**src/sv/seat_presence_window_classifier_unit_assert.svh**
```systemverilog
// Assertion macros shared by the seat presence classifier modules.
`ifndef SEAT_PRESENCE_WINDOW_CLASSIFIER_UNIT_ASSERT_SVH
`define SEAT_PRESENCE_WINDOW_CLASSIFIER_UNIT_ASSERT_SVH

// Implication checked on every clock edge outside reset.
`define SPWC_ASSERT_IMPL(label, cond, prop, msg) \
    label: assert property (@(posedge clk) disable iff (!rst_n) (cond) |-> (prop)) \
        else $error(msg);

// Property checked in the cycle after the trigger.
`define SPWC_ASSERT_NEXT(label, cond, prop, msg) \
    label: assert property (@(posedge clk) disable iff (!rst_n) (cond) |=> (prop)) \
        else $error(msg);

`endif

```
**src/sv/spwc_pkg.sv**
```systemverilog
// Types and constants of the seat presence window classifier.
package spwc_pkg;

    localparam int ADC_W       = 12;
    localparam int MV_W        = 17;
    localparam int SUM_W       = 20;
    localparam int CNT_W       = 4;
    localparam int MV_SCALE    = 89900;
    localparam int MV_SHIFT    = 12;
    localparam int MV_PROD_W   = ADC_W + MV_W;
    localparam int RECIP_SHIFT = 24;
    localparam int RECIP_W     = RECIP_SHIFT + 1;
    localparam int CFG_IDX_W   = 2;
    localparam int CFG_DATA_W  = 17;
    localparam int IN_TDATA_W  = 16;
    localparam int OUT_TDATA_W = 24;

    localparam logic [SUM_W-1:0] SUM_MAX       = '1;
    localparam logic [MV_W-1:0]  THR_RESET_MV  = 17'd3000;

    typedef enum logic [1:0] {
        MODE_OCC_LOW  = 2'd0,
        MODE_OCC_HIGH = 2'd1,
        MODE_ADAPTIVE = 2'd2
    } mode_t;

    typedef enum logic [1:0] {
        STAT_BETWEEN = 2'd0,
        STAT_AT_HIGH = 2'd1,
        STAT_AT_LOW  = 2'd2
    } status_t;

    typedef enum logic [CFG_IDX_W-1:0] {
        CFG_MODE     = 2'd0,
        CFG_LOW_THR  = 2'd1,
        CFG_HIGH_THR = 2'd2
    } cfg_idx_t;

    typedef struct packed {
        mode_t            mode;
        logic [MV_W-1:0]  low_thr;
        logic [MV_W-1:0]  high_thr;
    } cfg_t;

endpackage

```
**src/sv/seat_presence_window_classifier_unit.sv**
```systemverilog
// Seat presence window classifier: configuration registers and pipeline top level.
//
// Input channel s_axis carries one sensor tick per transaction, a 12-bit
// converter code. Ticks are scaled to millivolts and summed; once WINDOW
// ticks are gathered, the next tick closes the window (its code is dropped)
// and one result transaction goes out on m_axis: the truncated average,
// the occupied flag and the adaptive status.
// Throughput: one tick per cycle; the pipeline has four register stages
// (input, window sum, average, result), and a window of WINDOW + 1 ticks
// yields one result. After the closing tick is taken, its window passes the
// window sum, average and result registers in turn to reach m_axis.
// Ticks that only add to the sum never wait for the output side; a closing
// tick waits only when every stage behind the accumulator is full. When the
// receiver stalls, the result holds in the output register and s_axis_tready
// drops only once the pipeline has filled up behind it.
// Configuration: write cfg_wdata to register cfg_index while cfg_we is high,
// only while the block is idle. Reset clears the sum, count and held status,
// sets mode 0 and both thresholds to 3000 mV, and empties the pipeline.
module seat_presence_window_classifier_unit #(
    parameter int WINDOW = 10
) (
    input  logic                                 clk,
    input  logic                                 rst_n,
    input  logic                                 s_axis_tvalid,
    output logic                                 s_axis_tready,
    input  logic [spwc_pkg::IN_TDATA_W-1:0]      s_axis_tdata,  // [11:0] adc_code
    output logic                                 m_axis_tvalid,
    input  logic                                 m_axis_tready,
    // [16:0] average_mv, [17] seat_occupied, [19:18] adaptive_status
    output logic [spwc_pkg::OUT_TDATA_W-1:0]     m_axis_tdata,
    input  logic                                 cfg_we,
    input  logic [spwc_pkg::CFG_IDX_W-1:0]       cfg_index,
    input  logic [spwc_pkg::CFG_DATA_W-1:0]      cfg_wdata
);

    spwc_pkg::cfg_t                  cfg_reg;
    logic                            win_valid;
    logic                            win_ready;
    logic [spwc_pkg::SUM_W-1:0]      win_sum;
    logic                            avg_valid;
    logic                            avg_ready;
    logic [spwc_pkg::MV_W-1:0]       avg_mv;
    logic [spwc_pkg::MV_W-1:0]       out_avg_mv;
    logic                            out_occupied;
    spwc_pkg::status_t               out_status;

    always_ff @(posedge clk or negedge rst_n)
    begin
        if (!rst_n)
        begin
            cfg_reg.mode     <= spwc_pkg::MODE_OCC_LOW;
            cfg_reg.low_thr  <= spwc_pkg::THR_RESET_MV;
            cfg_reg.high_thr <= spwc_pkg::THR_RESET_MV;
        end
        else if (cfg_we)
        begin
            case (cfg_index)
                spwc_pkg::CFG_MODE:
                begin
                    cfg_reg.mode <= spwc_pkg::mode_t'(cfg_wdata[1:0]);
                end
                spwc_pkg::CFG_LOW_THR:
                begin
                    cfg_reg.low_thr <= cfg_wdata;
                end
                spwc_pkg::CFG_HIGH_THR:
                begin
                    cfg_reg.high_thr <= cfg_wdata;
                end
                default:
                begin
                    // drop writes beyond the register list
                end
            endcase
        end
    end

    spwc_accum #(
        .WINDOW (WINDOW)
    ) u_accum (
        .clk       (clk),
        .rst_n     (rst_n),
        .in_valid  (s_axis_tvalid),
        .in_ready  (s_axis_tready),
        .in_code   (s_axis_tdata[spwc_pkg::ADC_W-1:0]),
        .win_valid (win_valid),
        .win_ready (win_ready),
        .win_sum   (win_sum)
    );

    spwc_avg #(
        .WINDOW (WINDOW)
    ) u_avg (
        .clk       (clk),
        .rst_n     (rst_n),
        .win_valid (win_valid),
        .win_ready (win_ready),
        .win_sum   (win_sum),
        .avg_valid (avg_valid),
        .avg_ready (avg_ready),
        .avg_mv    (avg_mv)
    );

    spwc_classify u_classify (
        .clk          (clk),
        .rst_n        (rst_n),
        .cfg          (cfg_reg),
        .avg_valid    (avg_valid),
        .avg_ready    (avg_ready),
        .avg_mv       (avg_mv),
        .out_valid    (m_axis_tvalid),
        .out_ready    (m_axis_tready),
        .out_avg_mv   (out_avg_mv),
        .out_occupied (out_occupied),
        .out_status   (out_status)
    );

    assign m_axis_tdata = {4'b0000, out_status, out_occupied, out_avg_mv};

endmodule

```
**src/sv/spwc_accum.sv**
```systemverilog
// Input register, code-to-millivolt scaling and window accumulator.
module spwc_accum #(
    parameter int WINDOW = 10
) (
    input  logic                          clk,
    input  logic                          rst_n,
    input  logic                          in_valid,
    output logic                          in_ready,
    input  logic [spwc_pkg::ADC_W-1:0]    in_code,
    output logic                          win_valid,
    input  logic                          win_ready,
    output logic [spwc_pkg::SUM_W-1:0]    win_sum
);

    logic                          code_valid_reg;
    logic [spwc_pkg::ADC_W-1:0]    code_reg;
    logic [spwc_pkg::CNT_W-1:0]    count_reg;
    logic [spwc_pkg::CNT_W-1:0]    count_next;
    logic [spwc_pkg::SUM_W-1:0]    sum_reg;
    logic [spwc_pkg::SUM_W-1:0]    sum_next;
    logic                          win_valid_reg;
    logic [spwc_pkg::SUM_W-1:0]    win_sum_reg;
    logic [spwc_pkg::MV_PROD_W-1:0] mv_prod;
    logic [spwc_pkg::MV_W-1:0]     mv;
    logic [spwc_pkg::SUM_W:0]      sum_wide;
    logic                          in_window;
    logic                          out_slot;
    logic                          acc_ready;
    logic                          take;

    assign mv_prod   = spwc_pkg::MV_PROD_W'(code_reg)
                     * spwc_pkg::MV_PROD_W'(spwc_pkg::MV_SCALE);
    assign mv        = mv_prod[spwc_pkg::MV_PROD_W-1:spwc_pkg::MV_SHIFT];
    assign sum_wide  = {1'b0, sum_reg} + (spwc_pkg::SUM_W+1)'(mv);
    assign in_window = count_reg < spwc_pkg::CNT_W'(WINDOW);
    assign out_slot  = !win_valid_reg || win_ready;
    // A closing tick needs room downstream; a gathering tick does not.
    assign acc_ready = in_window || out_slot;
    assign take      = code_valid_reg && acc_ready;
    assign in_ready  = !code_valid_reg || acc_ready;

    always_comb
    begin
        count_next = count_reg;
        sum_next   = sum_reg;
        if (take)
        begin
            if (in_window)
            begin
                count_next = count_reg + 1'b1;
                sum_next   = sum_wide[spwc_pkg::SUM_W] ? spwc_pkg::SUM_MAX
                                                       : sum_wide[spwc_pkg::SUM_W-1:0];
            end
            else
            begin
                count_next = '0;
                sum_next   = '0;
            end
        end
    end

    always_ff @(posedge clk or negedge rst_n)
    begin
        if (!rst_n)
        begin
            code_valid_reg <= 1'b0;
            count_reg      <= '0;
            sum_reg        <= '0;
            win_valid_reg  <= 1'b0;
        end
        else
        begin
            if (in_ready)
            begin
                code_valid_reg <= in_valid;
            end
            count_reg <= count_next;
            sum_reg   <= sum_next;
            if (out_slot)
            begin
                win_valid_reg <= take && !in_window;
            end
        end
    end

    always_ff @(posedge clk)
    begin
        if (in_valid && in_ready)
        begin
            code_reg <= in_code;
        end
        if (out_slot && take && !in_window)
        begin
            win_sum_reg <= sum_reg;
        end
    end

    assign win_valid = win_valid_reg;
    assign win_sum   = win_sum_reg;

`include "seat_presence_window_classifier_unit_assert.svh"

    `SPWC_ASSERT_IMPL(a_count_bound, 1'b1, count_reg <= spwc_pkg::CNT_W'(WINDOW), "count past window")
    `SPWC_ASSERT_NEXT(a_close_clears, take && !in_window, count_reg == '0 && sum_reg == '0 && win_valid_reg, "window close did not clear and emit")

endmodule

```
**src/sv/spwc_avg.sv**
```systemverilog
// Window average by multiplication with a fixed reciprocal.
module spwc_avg #(
    parameter int WINDOW = 10
) (
    input  logic                        clk,
    input  logic                        rst_n,
    input  logic                        win_valid,
    output logic                        win_ready,
    input  logic [spwc_pkg::SUM_W-1:0]  win_sum,
    output logic                        avg_valid,
    input  logic                        avg_ready,
    output logic [spwc_pkg::MV_W-1:0]   avg_mv
);

    // ceil(2^24 / WINDOW): exact floor quotient for every 20-bit sum
    // since 2^4 is at least WINDOW.
    localparam logic [spwc_pkg::RECIP_W-1:0] RECIP =
        spwc_pkg::RECIP_W'(((1 << spwc_pkg::RECIP_SHIFT) + WINDOW - 1) / WINDOW);
    localparam int PROD_W = spwc_pkg::SUM_W + spwc_pkg::RECIP_W;

    logic                        avg_valid_reg;
    logic [spwc_pkg::MV_W-1:0]   avg_reg;
    logic [PROD_W-1:0]           prod;

    assign prod      = PROD_W'(win_sum) * PROD_W'(RECIP);
    assign win_ready = !avg_valid_reg || avg_ready;

    always_ff @(posedge clk or negedge rst_n)
    begin
        if (!rst_n)
        begin
            avg_valid_reg <= 1'b0;
        end
        else if (win_ready)
        begin
            avg_valid_reg <= win_valid;
        end
    end

    always_ff @(posedge clk)
    begin
        if (win_ready && win_valid)
        begin
            avg_reg <= prod[spwc_pkg::RECIP_SHIFT+spwc_pkg::MV_W-1:spwc_pkg::RECIP_SHIFT];
        end
    end

    assign avg_valid = avg_valid_reg;
    assign avg_mv    = avg_reg;

endmodule

```
**src/sv/spwc_classify.sv**
```systemverilog
// Threshold classification, held adaptive status and result register.
module spwc_classify (
    input  logic                        clk,
    input  logic                        rst_n,
    input  spwc_pkg::cfg_t              cfg,
    input  logic                        avg_valid,
    output logic                        avg_ready,
    input  logic [spwc_pkg::MV_W-1:0]   avg_mv,
    output logic                        out_valid,
    input  logic                        out_ready,
    output logic [spwc_pkg::MV_W-1:0]   out_avg_mv,
    output logic                        out_occupied,
    output spwc_pkg::status_t           out_status
);

    logic                        out_valid_reg;
    logic [spwc_pkg::MV_W-1:0]   out_avg_reg;
    logic                        out_occ_reg;
    spwc_pkg::status_t           out_status_reg;
    spwc_pkg::status_t           held_reg;
    spwc_pkg::status_t           held_next;
    logic                        occ_next;
    logic                        load;

    assign avg_ready = !out_valid_reg || out_ready;
    assign load      = avg_valid && avg_ready;

    always_comb
    begin
        held_next = held_reg;
        case (cfg.mode)
            spwc_pkg::MODE_OCC_LOW:
            begin
                occ_next = avg_mv < cfg.low_thr;
            end
            spwc_pkg::MODE_OCC_HIGH:
            begin
                occ_next = avg_mv > cfg.high_thr;
            end
            default:
            begin
                // Adaptive, also for the unused mode code: high test first.
                occ_next = 1'b1;
                if (avg_mv >= cfg.high_thr)
                begin
                    held_next = spwc_pkg::STAT_AT_HIGH;
                end
                else if (avg_mv <= cfg.low_thr)
                begin
                    held_next = spwc_pkg::STAT_AT_LOW;
                end
                else
                begin
                    held_next = spwc_pkg::STAT_BETWEEN;
                end
            end
        endcase
    end

    always_ff @(posedge clk or negedge rst_n)
    begin
        if (!rst_n)
        begin
            out_valid_reg <= 1'b0;
            held_reg      <= spwc_pkg::STAT_BETWEEN;
        end
        else
        begin
            if (avg_ready)
            begin
                out_valid_reg <= avg_valid;
            end
            if (load)
            begin
                held_reg <= held_next;
            end
        end
    end

    always_ff @(posedge clk)
    begin
        if (load)
        begin
            out_avg_reg    <= avg_mv;
            out_occ_reg    <= occ_next;
            out_status_reg <= held_next;
        end
    end

    assign out_valid    = out_valid_reg;
    assign out_avg_mv   = out_avg_reg;
    assign out_occupied = out_occ_reg;
    assign out_status   = out_status_reg;

`include "seat_presence_window_classifier_unit_assert.svh"

    `SPWC_ASSERT_NEXT(a_held_matches_out, load, out_status_reg == held_reg, "result status differs from held status")

endmodule
```
**config.mk**
```make
export PLATFORM = sky130hd
export DESIGN_NAME = seat_presence_window_classifier_unit
export DESIGN_NICKNAME = d
export VERILOG_FILES = /design/src/sv/spwc_pkg.sv /design/src/sv/seat_presence_window_classifier_unit.sv /design/src/sv/spwc_accum.sv /design/src/sv/spwc_avg.sv /design/src/sv/spwc_classify.sv
export VERILOG_INCLUDE_DIRS = /design/src /design/src/sv
export SDC_FILE = /design/constraint.sdc
export NUM_CORES = 1
export LEC_CHECK = 0
export BUFFER_PORTS_ARGS = -buffer_cell sky130_fd_sc_hd__buf_2
export CAP_MARGIN = 20
export CORE_UTILIZATION = 25
export DETAILED_ROUTE_END_ITERATION = 10
export MAX_ROUTING_LAYER = met4
export PLACE_DENSITY = 0.36
export SLEW_MARGIN = 20
export SYNTH_ARGS = -nofsm -noshare
export SYNTH_HDL_FRONTEND = slang
export SYNTH_SLANG_ARGS = --single-unit
```
**constraint.sdc**
```tcl
create_clock -name clk -period 18.5 [get_ports clk]
set_input_delay 1.85 -clock clk [delete_from_list [all_inputs] [get_ports clk]]
set_output_delay 1.85 -clock clk [all_outputs]
set_load 0.05 [all_outputs]
```
# Yosys cells after proc, flatten, opt, wreduce, memory -nomap -nowiden
# Index checks and enable logic that the tools add are counted.
# Widths: inputs -> output; s select.
[op_classes] add_sub_neg=2 mul=2 n_div=0 magnitude_cmp=5 eq_ne=3 n_shift=0 n_mux=7 bitwise_logic=0 n_reduce_logical=23
[op_table] cell="$mul 20x20->40 const B" n=1
[op_table] cell="$mux 20" n=2
[op_table] cell="$mul 12x15->27 const B" n=1
[op_table] cell="$add 20x17->21" n=1
[op_table] cell="$ge 17x17->1" n=1
[op_table] cell="$gt 17x17->1" n=1
[op_table] cell="$le 17x17->1" n=1
[op_table] cell="$lt 17x17->1" n=1
[op_table] cell="$logic_and 1x1->1" n=7
[op_table] cell="$mux 2" n=3
[op_table] cell="$reduce_and 2->1" n=3
[op_table] cell="$logic_not 1->1" n=5
[op_table] cell="$logic_or 1x1->1" n=5
[op_table] cell="$add 4x1->4 const B" n=1
[op_table] cell="$eq 2x1->1 const B" n=2
[op_table] cell="$logic_not 2->1" n=2
[op_table] cell="$lt 4x4->1 const B" n=1
[op_table] cell="$mux 4" n=1
[op_table] cell="$eq 2x2->1 const B" n=1
[op_table] cell="$pmux 1 s2" n=1
[op_table] cell="$reduce_or 2->1" n=1
[totals] ff_bits=135 latchBits=0 ramBits=0 mem_bits_ro=0 inputBits=40 out_inout_bits=26 elab_cells=58 mem_count=0

# Depth between registers and ports, before layout
[logic_depth] ltp_word=8 ltp_mapped=27 ltp_nobuf=25

# By module
# Synthesis repeated with hierarchy kept, for this count alone.
[unflattened] cells_unflattened=1605 hier_area_um2=17191.5
[by_module_without_submodules] module="spwc_avg" instances=1 cells_each=774 area_each_um2=7940.1 seq_area_each_um2=535.5
[by_module_without_submodules] module="spwc_accum" instances=1 cells_each=591 area_each_um2=6112.1 seq_area_each_um2=1611.5
[by_module_without_submodules] module="spwc_classify" instances=1 cells_each=157 area_each_um2=1629.1 seq_area_each_um2=675.6
[by_module_without_submodules] module="seat_presence_window_classifier_unit" instances=1 cells_each=83 area_each_um2=1510.2 seq_area_each_um2=918.4

# Least setup slack after synthesis
# No wires, ideal clock.
[synth_timing] kind="reg-to-reg" startpoint="register u_accum.code_reg[10] (netlist bit)" endpoint="register u_accum.sum_reg[10] (netlist bit)" setup_ps=126 arrival_ps=6324 required_time_ps=18374 slack_ps=12050 stages_incl_launch_ff=25 n_path_buf=2 period_less_slack_ps=6450 path_cell_list="edfxtp_1 -> ha_1 -> xor2_1 -> ha_1 -> fa_1 -> fa_1 -> inv_1 -> fa_1 -> inv_1 -> ha_1 -> nand2_1 -> o21ai_0 -> o21ai_0 -> a21boi_0 -> nor4_1 -> a311o_1 -> ha_1 -> and3_4 -> a221oi_4 -> a31oi_2 -> a21o_1 -> and3_1 -> buf_6 -> buf_8 -> a221o_1"
[synth_between] elab_chain_len=4
[synth_lines] element="start: declaration" line_no="spwc_accum.sv:16" source="logic [spwc_pkg::ADC_W-1:0] code_reg;"
[synth_lines] element="start signal: assignment" line_no="spwc_accum.sv:90" source="code_reg <= in_code;"
[synth_lines] element="$mul 12x15->27" line_no="spwc_accum.sv:32" source="* spwc_pkg::MV_PROD_W'(spwc_pkg::MV_SCALE);"
[synth_lines] element="$add 20x17->21" line_no="spwc_accum.sv:34" source="assign sum_wide = {1'b0, sum_reg} + (spwc_pkg::SUM_W+1)'(mv);"
[synth_lines] element="$mux 20" line_no="spwc_accum.sv:51" source="sum_next = sum_wide[spwc_pkg::SUM_W] ? spwc_pkg::SUM_MAX"
[synth_lines] element="$mux 20" line_no="spwc_accum.sv:48" source="if (in_window)"
[synth_lines] element="end signal: assignment" line_no="spwc_accum.sv:78" source="sum_reg <= sum_next;"
[synth_lines] element="end: declaration" line_no="spwc_accum.sv:19" source="logic [spwc_pkg::SUM_W-1:0] sum_reg;"
# Every way passes these cells.
# A chain may end at the register's enable or synchronous reset.

# Worst setup path after layout
[layout_timing] startpoint="register u_accum.code_reg[9] (netlist bit)" endpoint="register u_accum.sum_reg[6] (netlist bit)"
# The elaborated chain is that of the path after synthesis.

==> out/qor.yml <==
nNetsFinal: 2265
synth_edf_count: 69
maxCapViolCount: 0
finalSetupViolations: 0
vias: 11400
initial_utilization: 0.254
clockBufferDepth: 2
cp_max_fo: 18
clock-skew-final_ns: 0.0128
synth_seq_cells: 135
routedWlPerCell_um: 16.8
numCtsBuffers: 17
via_per_inst: 4.43
largest_register_ffs: 36
area_growth_pct: 10.9
grt_pass1_vias: 12500
place.gp.congestion: 0.820
status: "complete, no violations"
grt-ovfl-total: 0
dieArea_sq_um: 69600
hold_viol_final: 0
grt_max_degree: 67
dp_hpwl_um: 37900
yosysUniqueCellTypes: 68
synth_top_family_by_area: "adder cells"
ys_async_sr_fraction: 0.489
hold_class: "reg -> reg"
cts_setup_buffers: 0
cts-root-buf: "clkbuf_16"
yosysTopAreaCellShare: 0.243
cts.sinks: 135
diodes: 0
grt_pass1_wl_um: 70700
drc: 0
relSlewSlack: 0.331
synth-simple-area-share: 0.0589
drtIter0Drc: 463
synth.area.mux_share: 0.0256
synthFlopType: "edfxtp_1"
yosys_warnings: 0
clock_latency_ns: 0.44
slew_violations: 0
hold_buffers: 0
synth_fa_ha_area_frac: 0.478
syn-instance-count: 1629
synth-xor-area-share: 0.0225
critPathCaptureType: "flip-flop"
netlist_area_sq_um: 17100
core-area_sq_um: 67500
drt_pass1_iterations: 4
worstPathRequired_ns: 18.87
antenna_found_initial: 0
ios: 66
antenna_left: 0
synth.area.top_cells: "ha_1 (24%), fa_1 (23%), edfxtp_1 (12%), inv_1 (8.5%), dfrtp_1 (7.6%)"
seq_area_frac_synth: 0.218
fin_crit_sh: 0.396
grt_usage: 0.135
die_h_um: 264
yosys.area.top_type: "ha_1"
htreeDepth: 4
synth-compound-area-share: 0.103
cts_tree: "built"
rsz0062_at_grt: "false"
clk_pin_slew_ns: 0.06
nFillCells: 7177
drive_gt1_frac: 0.0957
cts-resized-gates: 0
fin_tns_setup_ns: 0
fmax_ghz: 0.137
arrival_ns: 7.70
tightest_slew_ns: 1.00
die_width_um: 264
finalWirelength_um: 43300
rows: 95
setup.worst_path.class: "reg -> reg"
start_kind: "flip-flop"
port_buffers: 57
period_minus_slack_ns: 7.33
avgSynthCellArea_sq_um: 10.5
## synth_stat cells, types with 4 or more instances
library cell,count
nor3b_1,4
a31oi_1,6
xor2_1,20
and2_1,5
fa_1,201
edfxtp_1,69
buf_4,5
nor4_1,5
ha_1,333
o21a_1,7
dfrtp_1,52
o211ai_1,8
a211oi_1,16
a21o_1,35
nand2b_1,8
nor3_1,16
nand3b_1,4
a221o_2,7
a21oi_1,69
dfstp_2,14
xnor2_1,24
nand4_1,19
clkbuf_1,10
nor2_1,45
o21bai_1,8
mux2_2,38
a221oi_1,7
nand3_1,21
and3_1,5
nand2_1,57
o21ai_0,49
o21ai_1,4
inv_1,388
nor2b_1,6
a21boi_0,5
a221o_1,10
## routing by layer
| layer | vias to the layer above | GRT usage | wire length (um) |
|---|---|---|---|
| li1 | 5589 | - | - |
| met1 | 5714 | 0.178 | 21000 |
| met2 | 85 | 0.225 | 21100 |
| met3 | 18 | 0.0135 | 799 |
| met4 | 0 | 0.0262 | 435 |
| met5 | - | - | 0 |
## area by class of cell
cell class / count / area [sq um] / area share
clock inverters: 13 / 125 / 0.00659
clock buffers: 19 / 433 / 0.0228
well taps: 873 / 1090 / 0.0575
repair buffers: 63 / 338 / 0.0178
flip-flops and latches: 135 / 3740 / 0.197
inverters: 388 / 1460 / 0.0767
multi-input cells: 1086 / 11800 / 0.622
## per-stage QoR
stage / cell area [sq um] / hold WS (ns) / util / std cells / worst slack (ns)
floorplan: 17100 / 0.426 / - / 1632 / 12.05
global placement: 18400 / 0.445 / 0.273 / 2543 / 11.14
detailed placement: 18400 / 0.448 / 0.273 / 2544 / 11.16
CTS: 19000 / 0.463 / 0.281 / 2576 / 11.12
global route: 19000 / 0.469 / 0.281 / 2577 / 10.53
finish: 19000 / 0.463 / 0.281 / 2577 / 11.17
## path summary, 6_finish.rpt
check / depth (start not counted) / end / slack, ns / from
worst max-delay path: 22 / u_accum.sum_reg[6] / 11.17 / u_accum.code_reg[9]
worst min-delay path: 0 / u_classify.out_avg_mv[0] / 0.46 / u_avg.avg_mv[0]
worst max register to register: 22 / u_accum.sum_reg[6] / 11.17 / u_accum.code_reg[9]
worst min register to register: 0 / u_classify.out_avg_mv[0] / 0.46 / u_avg.avg_mv[0]
max in group asynchronous: 2 / u_accum.sum_reg[3] / 16.26 / rst_n
min in group asynchronous: 2 / cfg_reg[35] / 1.60 / rst_n
## placed cells by master (no fill, tap or decap), drive strengths merged, types with 5 or more instances in the layout
cell    instances
inv           391
ha            333
fa            201
a21oi          69
edfxtp         69
buf            63
nand2          57
o21ai          53
dfrtp          52
nor2           45
mux2           38
a21o           35
xnor2          24
nand3          21
xor2           20
nand4          19
clkbuf         19
a221o          17
a211oi         16
nor3           16
dfstp          14
nand2b          8
o211ai          8
o21bai          8
a221oi          8
o21a            7
a31oi           7
nor2b           6
and3            6
a21boi          5
nor4            5
and2            5
clkinv          5
## worst max-delay path, stage by stage, from the launching register on
cell	delay, ns
edfxtp_1	0.54
ha_1	0.42
fa_1	0.51
fa_1	0.54
fa_1	0.57
inv_1	0.06
fa_1	0.54
inv_1	0.05
ha_1	0.34
a21oi_1	0.17
o21ai_0	0.18
o21ai_0	0.50
nand2b_1	0.18
a21oi_1	0.21
xnor2_1	0.10
ha_1	0.38
o21ai_0	0.13
a21oi_1	0.23
nand3_1	0.20
a31oi_2	0.30
a21o_1	0.23
and3_1	0.65
a221o_2	0.22
## cells by family (layout without fill, tap and decap cells)
| group | count (synthesis) | count (layout) |
|---|---|---|
| other | 1 | 4 |
| buffers and inverters | 411 | 483 |
| AO/OA/AOI/OAI | 260 | 260 |
| AND/OR/NAND/NOR | 205 | 205 |
| multiplexers | 39 | 39 |
| XOR/XNOR | 44 | 44 |
| adder cells (fa/ha/maj) | 534 | 534 |
| flip-flops | 135 | 135 |
Power is left out: the tool's default activity adds up to more than one toggle a clock period on the data nets, which glitch-free logic cannot reach.
